**src/rcs_pkg.sv**
```systemverilog
// Shared types, datapath action codes, jump conditions and the microprogram
// for the resource count selector. No dependencies.
`default_nettype none
package rcs_pkg;

  localparam int COUNT_WIDTH_DEF = 32;
  localparam int FIELD_WIDTH = 32;
  localparam int OPERAND_WIDTH = 31;
  localparam int MODE_WIDTH = 2;
  localparam int PC_WIDTH = 5;

  localparam logic [MODE_WIDTH-1:0] MODE_ADD = 2'd0;
  localparam logic [MODE_WIDTH-1:0] MODE_MUL = 2'd1;
  localparam logic [MODE_WIDTH-1:0] MODE_POW = 2'd2;

  typedef logic [3:0] act_t;
  typedef logic [3:0] cond_t;
  typedef logic [PC_WIDTH-1:0] pc_t;

  localparam act_t ACT_NONE          = 4'd0;
  localparam act_t ACT_CLEAR         = 4'd1;
  localparam act_t ACT_ADD_INIT      = 4'd2;
  localparam act_t ACT_MOD_STEP      = 4'd3;
  localparam act_t ACT_ADD_FIX       = 4'd4;
  localparam act_t ACT_LOAD_CUR      = 4'd5;
  localparam act_t ACT_TAKE          = 4'd6;
  localparam act_t ACT_MUL_INIT_OP   = 4'd7;
  localparam act_t ACT_MUL_STEP      = 4'd8;
  localparam act_t ACT_MUL_STORE     = 4'd9;
  localparam act_t ACT_POW_TAKE      = 4'd10;
  localparam act_t ACT_MUL_INIT_BASE = 4'd11;
  localparam act_t ACT_POW_STORE     = 4'd12;
  localparam act_t ACT_DONE          = 4'd13;

  localparam cond_t C_NEVER       = 4'd0;
  localparam cond_t C_ALWAYS      = 4'd1;
  localparam cond_t C_BAD_RANGE   = 4'd2;
  localparam cond_t C_MODE_ADD    = 4'd3;
  localparam cond_t C_MODE_MUL    = 4'd4;
  localparam cond_t C_MODE_POW    = 4'd5;
  localparam cond_t C_OP_ZERO     = 4'd6;
  localparam cond_t C_OP_ONE      = 4'd7;
  localparam cond_t C_POW_TRIVIAL = 4'd8;
  localparam cond_t C_OUT_RANGE   = 4'd9;
  localparam cond_t C_CUR_ZERO    = 4'd10;
  localparam cond_t C_MORE        = 4'd11;
  localparam cond_t C_MUL_END     = 4'd12;
  localparam cond_t C_OVF         = 4'd13;
  localparam cond_t C_I_DONE      = 4'd14;

  localparam pc_t PC_ADD  = 5'd5;
  localparam pc_t PC_MOD  = 5'd6;
  localparam pc_t PC_MUL  = 5'd8;
  localparam pc_t PC_MHEAD = 5'd9;
  localparam pc_t PC_MSTEP = 5'd12;
  localparam pc_t PC_TAKE = 5'd15;
  localparam pc_t PC_POW  = 5'd16;
  localparam pc_t PC_PHEAD = 5'd17;
  localparam pc_t PC_PINNER = 5'd19;
  localparam pc_t PC_PSTEP = 5'd21;
  localparam pc_t PC_FIN  = 5'd24;

  typedef struct packed {
    act_t  act;
    cond_t cond;
    pc_t   target;
  } uword_t;

  function automatic uword_t ucode_rom(input pc_t pc);
    uword_t w;
    w = '{act: ACT_NONE, cond: C_NEVER, target: PC_FIN};
    case (pc)
      5'd0:  w = '{act: ACT_CLEAR,         cond: C_BAD_RANGE,   target: PC_FIN};
      5'd1:  w = '{act: ACT_NONE,          cond: C_MODE_ADD,    target: PC_ADD};
      5'd2:  w = '{act: ACT_NONE,          cond: C_MODE_MUL,    target: PC_MUL};
      5'd3:  w = '{act: ACT_NONE,          cond: C_MODE_POW,    target: PC_POW};
      5'd4:  w = '{act: ACT_NONE,          cond: C_ALWAYS,      target: PC_FIN};
      5'd5:  w = '{act: ACT_ADD_INIT,      cond: C_OP_ZERO,     target: PC_FIN};
      5'd6:  w = '{act: ACT_MOD_STEP,      cond: C_MORE,        target: PC_MOD};
      5'd7:  w = '{act: ACT_ADD_FIX,       cond: C_ALWAYS,      target: PC_FIN};
      5'd8:  w = '{act: ACT_LOAD_CUR,      cond: C_OP_ONE,      target: PC_TAKE};
      5'd9:  w = '{act: ACT_NONE,          cond: C_OUT_RANGE,   target: PC_FIN};
      5'd10: w = '{act: ACT_TAKE,          cond: C_CUR_ZERO,    target: PC_FIN};
      5'd11: w = '{act: ACT_MUL_INIT_OP,   cond: C_NEVER,       target: PC_FIN};
      5'd12: w = '{act: ACT_MUL_STEP,      cond: C_MORE,        target: PC_MSTEP};
      5'd13: w = '{act: ACT_MUL_STORE,     cond: C_MUL_END,     target: PC_FIN};
      5'd14: w = '{act: ACT_NONE,          cond: C_ALWAYS,      target: PC_MHEAD};
      5'd15: w = '{act: ACT_TAKE,          cond: C_ALWAYS,      target: PC_FIN};
      5'd16: w = '{act: ACT_LOAD_CUR,      cond: C_POW_TRIVIAL, target: PC_TAKE};
      5'd17: w = '{act: ACT_NONE,          cond: C_OUT_RANGE,   target: PC_FIN};
      5'd18: w = '{act: ACT_POW_TAKE,      cond: C_CUR_ZERO,    target: PC_FIN};
      5'd19: w = '{act: ACT_NONE,          cond: C_I_DONE,      target: PC_PHEAD};
      5'd20: w = '{act: ACT_MUL_INIT_BASE, cond: C_NEVER,       target: PC_FIN};
      5'd21: w = '{act: ACT_MUL_STEP,      cond: C_MORE,        target: PC_PSTEP};
      5'd22: w = '{act: ACT_POW_STORE,     cond: C_OVF,         target: PC_FIN};
      5'd23: w = '{act: ACT_NONE,          cond: C_ALWAYS,      target: PC_PINNER};
      5'd24: w = '{act: ACT_DONE,          cond: C_NEVER,       target: PC_FIN};
      default: w = '{act: ACT_DONE,        cond: C_NEVER,       target: PC_FIN};
    endcase
    return w;
  endfunction

endpackage
`default_nettype wire

```
**src/rcs_sequencer.sv**
```systemverilog
// Step counter and microprogram lookup for the resource count selector.
// Depends on rcs_pkg for the control word type and the program table.
`default_nettype none
module rcs_sequencer (
  input  wire logic           clk,
  input  wire logic           rst,
  input  wire logic           accept,
  input  wire logic           jump,
  output logic                busy,
  output rcs_pkg::uword_t     uword
);
  import rcs_pkg::*;

  pc_t pc;
  pc_t pc_next;

  assign uword = ucode_rom(pc);

  always_comb begin
    pc_next = pc;
    if (accept) begin
      pc_next = '0;
    end else if (busy) begin
      pc_next = jump ? uword.target : pc + 1'b1;
    end
  end

  always_ff @(posedge clk) begin
    if (rst) begin
      pc <= PC_FIN;
      busy <= 1'b0;
    end else begin
      pc <= pc_next;
      if (accept) begin
        busy <= 1'b1;
      end else if (busy && uword.act == ACT_DONE) begin
        busy <= 1'b0;
      end
    end
  end

endmodule
`default_nettype wire

```
**src/resource_count_selector.sv**
```systemverilog
// Top level of the resource count selector: operand registers, shared
// bit-serial multiplier and remainder datapath under microprogram control.
// Depends on rcs_pkg and rcs_sequencer.
//
//  Channel   Handshake          Word
//  request   start / busy       mode, count_min, count_max, step_operand, available
//  result    done (one cycle)   count
//
// A request takes a handful of control steps plus the serial units: the
// remainder walks one bit of the count per cycle, and each multiply walks
// one multiplier bit per cycle. A walk does at most COUNT_WIDTH multiplies.
// Reset returns the sequencer to idle. The receiver cannot stall; done is
// high for one cycle and busy falls in the next.
`default_nettype none
module resource_count_selector #(
  parameter int COUNT_WIDTH = rcs_pkg::COUNT_WIDTH_DEF
) (
  input  wire logic        clk,
  input  wire logic        rst,
  input  wire logic        start,
  output logic             busy,
  input  wire logic [1:0]  mode,
  input  wire logic [31:0] count_min,
  input  wire logic [31:0] count_max,
  input  wire logic [30:0] step_operand,
  input  wire logic [31:0] available,
  output logic             done,
  output logic [31:0]      count
);
  import rcs_pkg::*;

  localparam int W = COUNT_WIDTH;
  localparam int OPW = (W > OPERAND_WIDTH) ? W : OPERAND_WIDTH;
  localparam int KW = $clog2(OPW + 1);
  localparam int IW = $clog2(W + 2);

  logic                     accept;
  logic                     jump;
  uword_t                   uword;

  logic [MODE_WIDTH-1:0]    mode_r;
  logic [W-1:0]             cmin;
  logic [W-1:0]             cmax;
  logic [W-1:0]             avail;
  logic [OPERAND_WIDTH-1:0] op;
  logic [W-1:0]             cur;
  logic [W-1:0]             base;
  logic [W-1:0]             cnt;
  logic [W-1:0]             acc;
  logic                     ovf;
  logic [OPW-1:0]           mplier;
  logic [OPERAND_WIDTH-1:0] rem;
  logic [KW-1:0]            k;
  logic [IW-1:0]            i;

  logic [W-1:0]             lim;
  logic [W+1:0]             mul_sum;
  logic [OPERAND_WIDTH:0]   rem_sh;
  logic [OPERAND_WIDTH:0]   rem_sub;

  assign accept = start && !busy;
  assign done = busy && uword.act == ACT_DONE;
  assign count = 32'(cnt);

  rcs_sequencer u_seq (
    .clk    (clk),
    .rst    (rst),
    .accept (accept),
    .jump   (jump),
    .busy   (busy),
    .uword  (uword)
  );

  always_comb begin
    lim = (avail < cmax) ? avail : cmax;
    mul_sum = {acc, 1'b0} + {2'b00, (mplier[OPW-1] ? cur : {W{1'b0}})};
    rem_sh = {rem, acc[W-1]};
    rem_sub = rem_sh - {1'b0, op};
  end

  always_comb begin
    case (uword.cond)
      C_NEVER:       jump = 1'b0;
      C_ALWAYS:      jump = 1'b1;
      C_BAD_RANGE:   jump = (cmin > cmax) || (cmin > avail);
      C_MODE_ADD:    jump = mode_r == MODE_ADD;
      C_MODE_MUL:    jump = mode_r == MODE_MUL;
      C_MODE_POW:    jump = mode_r == MODE_POW;
      C_OP_ZERO:     jump = op == '0;
      C_OP_ONE:      jump = op == OPERAND_WIDTH'(1);
      C_POW_TRIVIAL: jump = (op < OPERAND_WIDTH'(2)) || (cmin == W'(1));
      C_OUT_RANGE:   jump = (cur > avail) || (cur > cmax);
      C_CUR_ZERO:    jump = cur == '0;
      C_MORE:        jump = k != KW'(1);
      C_MUL_END:     jump = ovf || (acc == '0);
      C_OVF:         jump = ovf;
      C_I_DONE:      jump = OPERAND_WIDTH'(i) >= op;
      default:       jump = 1'b0;
    endcase
  end

  always_ff @(posedge clk) begin
    if (accept) begin
      mode_r <= mode;
      cmin <= W'(count_min);
      cmax <= W'(count_max);
      avail <= W'(available);
      op <= step_operand;
    end else if (busy) begin
      case (uword.act)
        ACT_CLEAR: begin
          cnt <= '0;
        end
        ACT_ADD_INIT: begin
          cnt <= lim;
          acc <= lim - cmin;
          rem <= '0;
          k <= KW'(W);
        end
        ACT_MOD_STEP: begin
          rem <= (rem_sh >= {1'b0, op}) ? rem_sub[OPERAND_WIDTH-1:0]
                                        : rem_sh[OPERAND_WIDTH-1:0];
          acc <= {acc[W-2:0], 1'b0};
          k <= k - 1'b1;
        end
        ACT_ADD_FIX: begin
          cnt <= cnt - W'(rem);
        end
        ACT_LOAD_CUR: begin
          cur <= cmin;
        end
        ACT_TAKE: begin
          cnt <= cur;
        end
        ACT_MUL_INIT_OP: begin
          acc <= '0;
          ovf <= 1'b0;
          mplier <= OPW'(op);
          k <= KW'(OPW);
        end
        ACT_MUL_STEP: begin
          acc <= mul_sum[W-1:0];
          if (mul_sum[W+1:W] != 2'b00) begin
            ovf <= 1'b1;
          end
          mplier <= {mplier[OPW-2:0], 1'b0};
          k <= k - 1'b1;
        end
        ACT_MUL_STORE: begin
          cur <= acc;
        end
        ACT_POW_TAKE: begin
          cnt <= cur;
          base <= cur;
          i <= IW'(1);
          ovf <= 1'b0;
        end
        ACT_MUL_INIT_BASE: begin
          acc <= '0;
          mplier <= OPW'(base);
          k <= KW'(OPW);
        end
        ACT_POW_STORE: begin
          cur <= acc;
          i <= i + 1'b1;
        end
        default: begin
        end
      endcase
    end
  end

endmodule
`default_nettype wire
```
**config.mk**
```make
export PLATFORM = sky130hd
export DESIGN_NAME = resource_count_selector
export DESIGN_NICKNAME = d
export VERILOG_FILES = /design/src/rcs_pkg.sv /design/src/rcs_sequencer.sv /design/src/resource_count_selector.sv
export SDC_FILE = /design/constraint.sdc
export NUM_CORES = 1
export LEC_CHECK = 0
export ABC_AREA = 1
export BUFFER_PORTS_ARGS = -buffer_cell sky130_fd_sc_hd__buf_2
export CAP_MARGIN = 0
export CORE_AREA = 2 2 206 208
export CTS_CLUSTER_DIAMETER = 150
export CTS_CLUSTER_SIZE = 20
export DETAILED_ROUTE_END_ITERATION = 16
export DIE_AREA = 0 0 208 210
export GPL_TIMING_DRIVEN = 0
export PLACE_DENSITY = 0.79
export SLEW_MARGIN = 20
export SYNTH_ARGS = -nofsm -noshare
export SYNTH_HDL_FRONTEND = slang
export SYNTH_SLANG_ARGS = --single-unit
```
**constraint.sdc**
```tcl
create_clock -name clk -period 5.1 [get_ports clk]
set_clock_uncertainty 0.05 [all_clocks]
set_input_delay 1.02 -clock clk [delete_from_list [all_inputs] [get_ports clk]]
set_output_delay 1.02 -clock clk [all_outputs]
set_load 0.01 [all_outputs]
```
==> results of run 1 <==
==> cells in the final DEF (no fill, tap or decap), types with 12 or more instances in the layout <==
master	Yosys	final
nand2_1	767	766
inv_1	398	397
edfxtp_1	333	333
a21oi_1	305	301
ha_1	300	300
nor2_1	288	286
o21ai_0	226	209
buf_2	21	187
nand3_1	128	128
o211ai_1	56	56
nand4_1	44	44
xnor2_1	37	37
o21ai_1	19	35
clkbuf_1	27	31
xor2_1	31	31
nor3_1	24	24
a31oi_1	24	23
clkbuf_16	0	20
o21a_1	19	19
o21bai_1	17	17
a21o_1	16	16
inv_2	14	14
o221ai_1	13	13
diode_2	0	12
==> critical path, cell delays in order (launching register included) <==
cell	delay (ns)
edfxtp_1	0.48
inv_1	0.19
ha_1	0.27
a21oi_1	0.15
nand2_1	0.09
nand2_1	0.06
nand2_1	0.06
nand2_1	0.06
nand2_1	0.07
nand2_1	0.14
nand2_2	0.17
clkbuf_2	0.30
o21ai_0	0.80
ha_1	0.45
a21o_1	0.24
a31o_2	0.23
a21oi_1	0.15
nand3_1	0.18
a21o_1	0.22
o21ai_1	0.23
nand3_1	0.13
==> layout make-up <==
class,count,area [um^2]
Inverter,413,1560
Sequential cell,339,10100
Timing Repair Buffer,171,978
Clock inverter,1,16.3
Antenna cell,12,30.0
Multi-Input combinational cell,2400,14000
Clock buffer,30,538
Fill cell,3402,13300
Buffer,60,308
Tap cell,539,674
==> metrics by stage <==
| stage | setup slack, ns | hold slack [ns] |
|---|---|---|
| after floorplan | 0.782 | 0.447 |
| after global placement | -0.713 | 0.468 |
| after detailed placement | 0.0206 | 0.480 |
| after CTS | 0.0229 | 0.504 |
| after global routing | 0.0163 | 0.530 |
| final | 0.0909 | 0.506 |
==> kinds of logic (layout without fill, tap and decap cells) <==
family	count (synthesis)	after routing
flops	339	339
fa+ha+maj	304	304
buf+inv	473	675
xor+xnor	68	68
compound gates	722	722
other cells	0	12
simple gates	1306	1306
==> power groups by stage <==
stage               logic (mW)  registers, mW  clock network (mW)
floorplan                 1.59           3.50                   0
global placement          2.20           3.67                   0
detailed placement        2.31           3.65                   0
CTS                       2.33           3.59                1.67
global route              2.65           3.61                1.75
finish                    2.41           3.62                1.68
==> worst max-delay path by stage <==
stage	endpoint	start	slack [ns]
after floorplan	u_seq.pc[0]	start	0.78
after global placement	count[8]	u_seq.pc[0]	-0.71
after detailed placement	acc[31]	cmax[31]	0.02
after CTS	acc[31]	cmax[3]	0.02
after global routing	acc[17]	cmax[3]	0.02
final	acc[28]	cmax[3]	0.09
==> state kept, by name, summed over array words and instances (netlist names) <==
name / cells
i: 6
op: 31
count: 32
mode_r: 2
cur: 32
rem: 31
u_seq.busy: 1
cmin: 32
mplier: 32
avail: 32
u_seq.pc: 5
ovf: 1
cmax: 32
base: 32
acc: 32
k: 6
==> layer usage <==
| metal | wire, um | vias up | global-route usage (%) | part of all wire (%) |
|---|---|---|---|---|
| met5 | 0 | - | 0 | 0 |
| met4 | 7820 | 0 | 30.3 | 8.7 |
| met3 | 9190 | 417 | 9.34 | 10 |
| met2 | 39900 | 1501 | 65.0 | 44 |
| met1 | 33300 | 11200 | 48.4 | 37 |
| li1 | - | 11400 | - | - |
==> what timing repair did <==
| action | CTS | global route |
|---|---|---|
| endpoints found under the setup margin | 1 | 19 |
| hold endpoints to repair | 0 | 0 |
| buffers inserted | 0 | 0 |
| resized for setup | 2 | 30 |
| pin swaps | 0 | 0 |
| cloned | 0 | 0 |
==> impl_metrics.toml, run 1 <==
[placement]
place_area_um2 = 27600
portBuffers = 165
place.gp.congestion = 1.05
dp.cells = 3922
dp_hpwl_um = 72100

[route]
first_pass_iters = 6
drc = 0
wl_per_cell_um = 22.7
drt_iter0_drc = 2821
avgViaCountPerCell = 6.19
ant_nets = 0
via_count = 24600
drt-total-wl_um = 90200

[hold_path]
hold_depth = 2
hp-class = "flip-flop to flip-flop"
min_from = "base[0]"
min_to = "mplier[0]"

[clocking]
clkLatencyLatePin_ns = 0.57
cts_sinks = 339
cts_tree = "built"
cts-buffers-inserted = 20
cts_hold_buf = 0
clkSlewWorstSetupHoldPaths_ns = 0.09
cts_root_buf = "clkbuf_16"
h-tree-depth = 1
cts_buffer_depth = 3

[critical_path]
r2r-start = "cmax[3]"
worstPathArrival_ns = 5.24
r2r_cells = 20
cp.required_ns = 5.33
reg2reg_to = "acc[28]"
end_kind = "flip-flop"
crit_fanout = 10
reg2reg_setup_slack_ns = 0.09
start_kind = "flip-flop"
criticalPathCategory = "flip-flop to flip-flop"

[power_and_ir_drop]
clockPowerShare_pct = 21.8
power.density_nw_per_um2 = 273
power_switching_mw = 2.84
intPower_mw = 4.86
power.share.combinational_pct = 31.3
ir_drop_mv = 0.365
switching_share_pct = 36.8
p_total_mw = 7.70
power_leakage_nw = 12.7
pwr-share-seq_pct = 47.0

[timing]
fmaxAchievable_mhz = 200
setup_viol = 0
fin_tns_setup_ns = 0
relSlewSlack_pct = 25.3
rsz0062_at_grt = "no"
period_needed_ns = 5.01
tightest_slew_ns = 1.11
slew_viol_final = 0
fin_crit_sh_pct = 98.2
finalHoldViolCount = 0

[final_layout]
nets = 3841
final_cells = 3965
final_area_um2 = 28200
synthToLayoutAreaGrowth_pct = 8.99
utilization_pct = 67.9
drive_above_1_share_pct = 8.64

[die]
dieWidth_um = 208
initial_core_util_pct = 62.3
num_rows = 75
ioPinCount = 166
fp.dieH_um = 210
dieArea_um2 = 43700
core_area_um2 = 41500

[synth]
yosysMostFrequentCell = "nand2_1"
ys_async_sr_fraction_pct = 0
synth_top_area_cell = "edfxtp_1"
synth_cell_types = 52
synth_top_family_by_area = "simple AND/OR/NAND/NOR gates"
syn-num-nets = 3648
ys_top_cells_by_area = "edfxtp_1 39%, ha_1 15%, nand2_1 11%"
ys_seq_area_share_pct = 39.1
yosys.area_share.simple_pct = 20.9
ys.flop_type = "edfxtp_1"
netlist.area_leader.share_pct = 38.7
syn_area_um2 = 25900
syn_avg_cell_area_um2 = 8.05
yosys.area_share.adder_pct = 14.8
yosys_warnings = 0
syn-instance-count = 3212
synthTopCellsByCount = "767 x nand2_1, 398 x inv_1, 333 x edfxtp_1"
synth_compound_area_share_pct = 15.7
synth_mux_area_share_pct = 0
synthXorXnorAreaFrac_pct = 2.30
ys_ff_latch = 339
synth_edf_count = 333

[global_routing]
grt_pass1_vias = 23900
antenna_found_initial = 4
grt_max_degree = 77
grt_pass1_wl_um = 135000
grt_usage_pct = 40.8
grt-ovfl-total = 0

[run_status]
status = "finished clean"

[job]
drv_cap = 0
Note: power is estimated with default switching activity, not from simulation.
==> run 2: changes to the inputs <==
--- a/config.mk
+++ b/config.mk
@@ -15,6 +15,7 @@
 export DIE_AREA = 0 0 208 210
 export GPL_TIMING_DRIVEN = 0
 export PLACE_DENSITY = 0.79
+export RECOVER_POWER = 25
 export SLEW_MARGIN = 20
 export SYNTH_ARGS = -nofsm -noshare
 export SYNTH_HDL_FRONTEND = slang
==> impl_metrics.toml, run 2 (same netlist as run 1, synthesis figures left out) <==
[critical_path]
startpoint = "cmax[3]"
cp_cell_sequence = "inv_1, ha_1, a21oi_1, nand2_1, nand2_1, nand2_1, nand2_1, nand2_1, nand2_1, nand2_2, clkbuf_2, o21ai_0, ha_1, a21o_1, a31o_2, a21oi_1, nand3_1, a21o_1, o21ai_1, nand3_1"
crit_family = "compound AO/OA/AOI/OAI gates"
crit_fanout = 10
worst_path_max_delay_cell = "o21ai_0"
start_kind = "flip-flop"
critPathBufInv = 2
criticalPathCategory = "flip-flop to flip-flop"
slowest_delay_ns = 0.77
path_common_cell = "nand2_1"
r2r-start = "cmax[3]"
worstPathArrival_ns = 5.22
end_kind = "flip-flop"
reg2reg_setup_slack_ns = 0.10
cp.required_ns = 5.33

[final_layout]
drive_above_1_share_pct = 8.32
synthToLayoutAreaGrowth_pct = 8.89
final_cells = 3962
final_common_cell = "nand2_1"
nets = 3841
utilization_pct = 67.9
multi_input_area_um2 = 14000
fill_cells = 3411
seq_area_um2 = 10100
final_cell_mix = "766 x nand2_1, 398 x inv_1, 333 x edfxtp_1"
final_area_um2 = 28100

[route]
drt-total-wl_um = 90100
drt_iter0_drc = 2837
first_pass_iters = 6
drc = 0
wl_per_cell_um = 22.7
ant_nets = 0
avgViaCountPerCell = 6.20
via_count = 24600

[clocking]
clkLatencyLatePin_ns = 0.57
cts_buffer_depth = 3
cts_root_buf = "clkbuf_16"
cts_tree = "built"
cts-buffers-inserted = 20
cts_hold_buf = 0
h-tree-depth = 1
clkSlewWorstSetupHoldPaths_ns = 0.09
cts_sinks = 339

[die]
initial_core_util_pct = 62.3
fp.dieH_um = 210
ioPinCount = 166
core_area_um2 = 41500
num_rows = 75
dieWidth_um = 208
dieArea_um2 = 43700

[power_and_ir_drop]
switching_share_pct = 36.8
power_switching_mw = 2.83
pwr-share-seq_pct = 47.0
power.density_nw_per_um2 = 274
power_leakage_nw = 12.7
power.share.combinational_pct = 31.3
intPower_mw = 4.87
p_total_mw = 7.70
ir_drop_mv = 0.365
clockPowerShare_pct = 21.7

[global_routing]
grt_pass1_wl_um = 135000
grt_usage_pct = 40.8
grt_max_degree = 77
antenna_found_initial = 4
grt_pass1_vias = 23900
grt-ovfl-total = 0

[run_status]
violations = "capacitance limit, slew limit"
status = "finished with violations"

[timing]
period_needed_ns = 5.00
finalHoldViolCount = 0
slew_viol_final = 76
fin_crit_sh_pct = 97.9
setup_viol = 0
tightest_slew_ns = 3.16
rsz0062_at_grt = "no"
relSlewSlack_pct = -110
fmaxAchievable_mhz = 200

[job]
drv_cap = 1

[placement]
place_area_um2 = 27600
dp_hpwl_um = 72100
portBuffers = 165
place.gp.congestion = 1.05
dp.cells = 3922

[hold_path]
hp-class = "flip-flop to flip-flop"
min_from = "mplier[23]"
run 2: changes by cell type in the layout (fill, tap and decap cells not counted), sizes merged:
cell	before	now
clkbuf	59	69
buf	202	192
diode	12	9
run 2: stage by stage:
step	hold WS [ns]	setup TNS [ns]	setup slack (ns)
floorplan	0.447	0	0.782
global placement	0.468	-32.92	-0.713
detailed placement	0.480	0	0.0206
CTS	0.504	0	0.0229
global route	0.530	0	0.0163
finish	0.510	0	0.105
run 2: layer usage:
metal	track usage [%]	share of wire, %
met4	30.3	8.8
met5	0	0
met3	9.34	10
met2	65.0	44
met1	48.4	37
run 2: worst min-delay path: stages, from the launching register on:
cell	delay, ns
edfxtp_1	0.33
nand2_1	0.05
o211ai_1	0.07
run 2: path summary, 6_finish.rpt:
| kind | to | cells past startpoint |
|---|---|---|
| max | acc[28] | 20 |
| min | mplier[24] | 2 |
| max reg2reg | acc[28] | 20 |
| min reg2reg | mplier[24] | 2 |
run 2: power groups by stage:
| stage | Combinational, mW | Sequential (mW) | Clock, mW |
|---|---|---|---|
| floorplan | 1.59 | 3.50 | 0 |
| global placement | 2.20 | 3.67 | 0 |
| detailed placement | 2.31 | 3.65 | 0 |
| CTS | 2.33 | 3.59 | 1.67 |
| global route | 2.65 | 3.61 | 1.75 |
| finish | 2.41 | 3.62 | 1.67 |
run 2: final cells by class:
type                       count  share of cell area, %
timing repair buffer         171                   3.43
antenna                        9                 0.0800
inverter                     413                   5.52
sequential                   339                   35.9
clock inverter                 1                 0.0578
tap                          539                   2.40
buffer                        60                   1.09
multi-input combinational   2400                   49.6
clock buffer                  30                   1.91
run 2: timing repair:
action                                  4_1_cts  5_1_grt
endpoints found under the setup margin        1       19
hold endpoints to repair                      0        0
resized for setup                             2       30
buffers inserted                              0        0
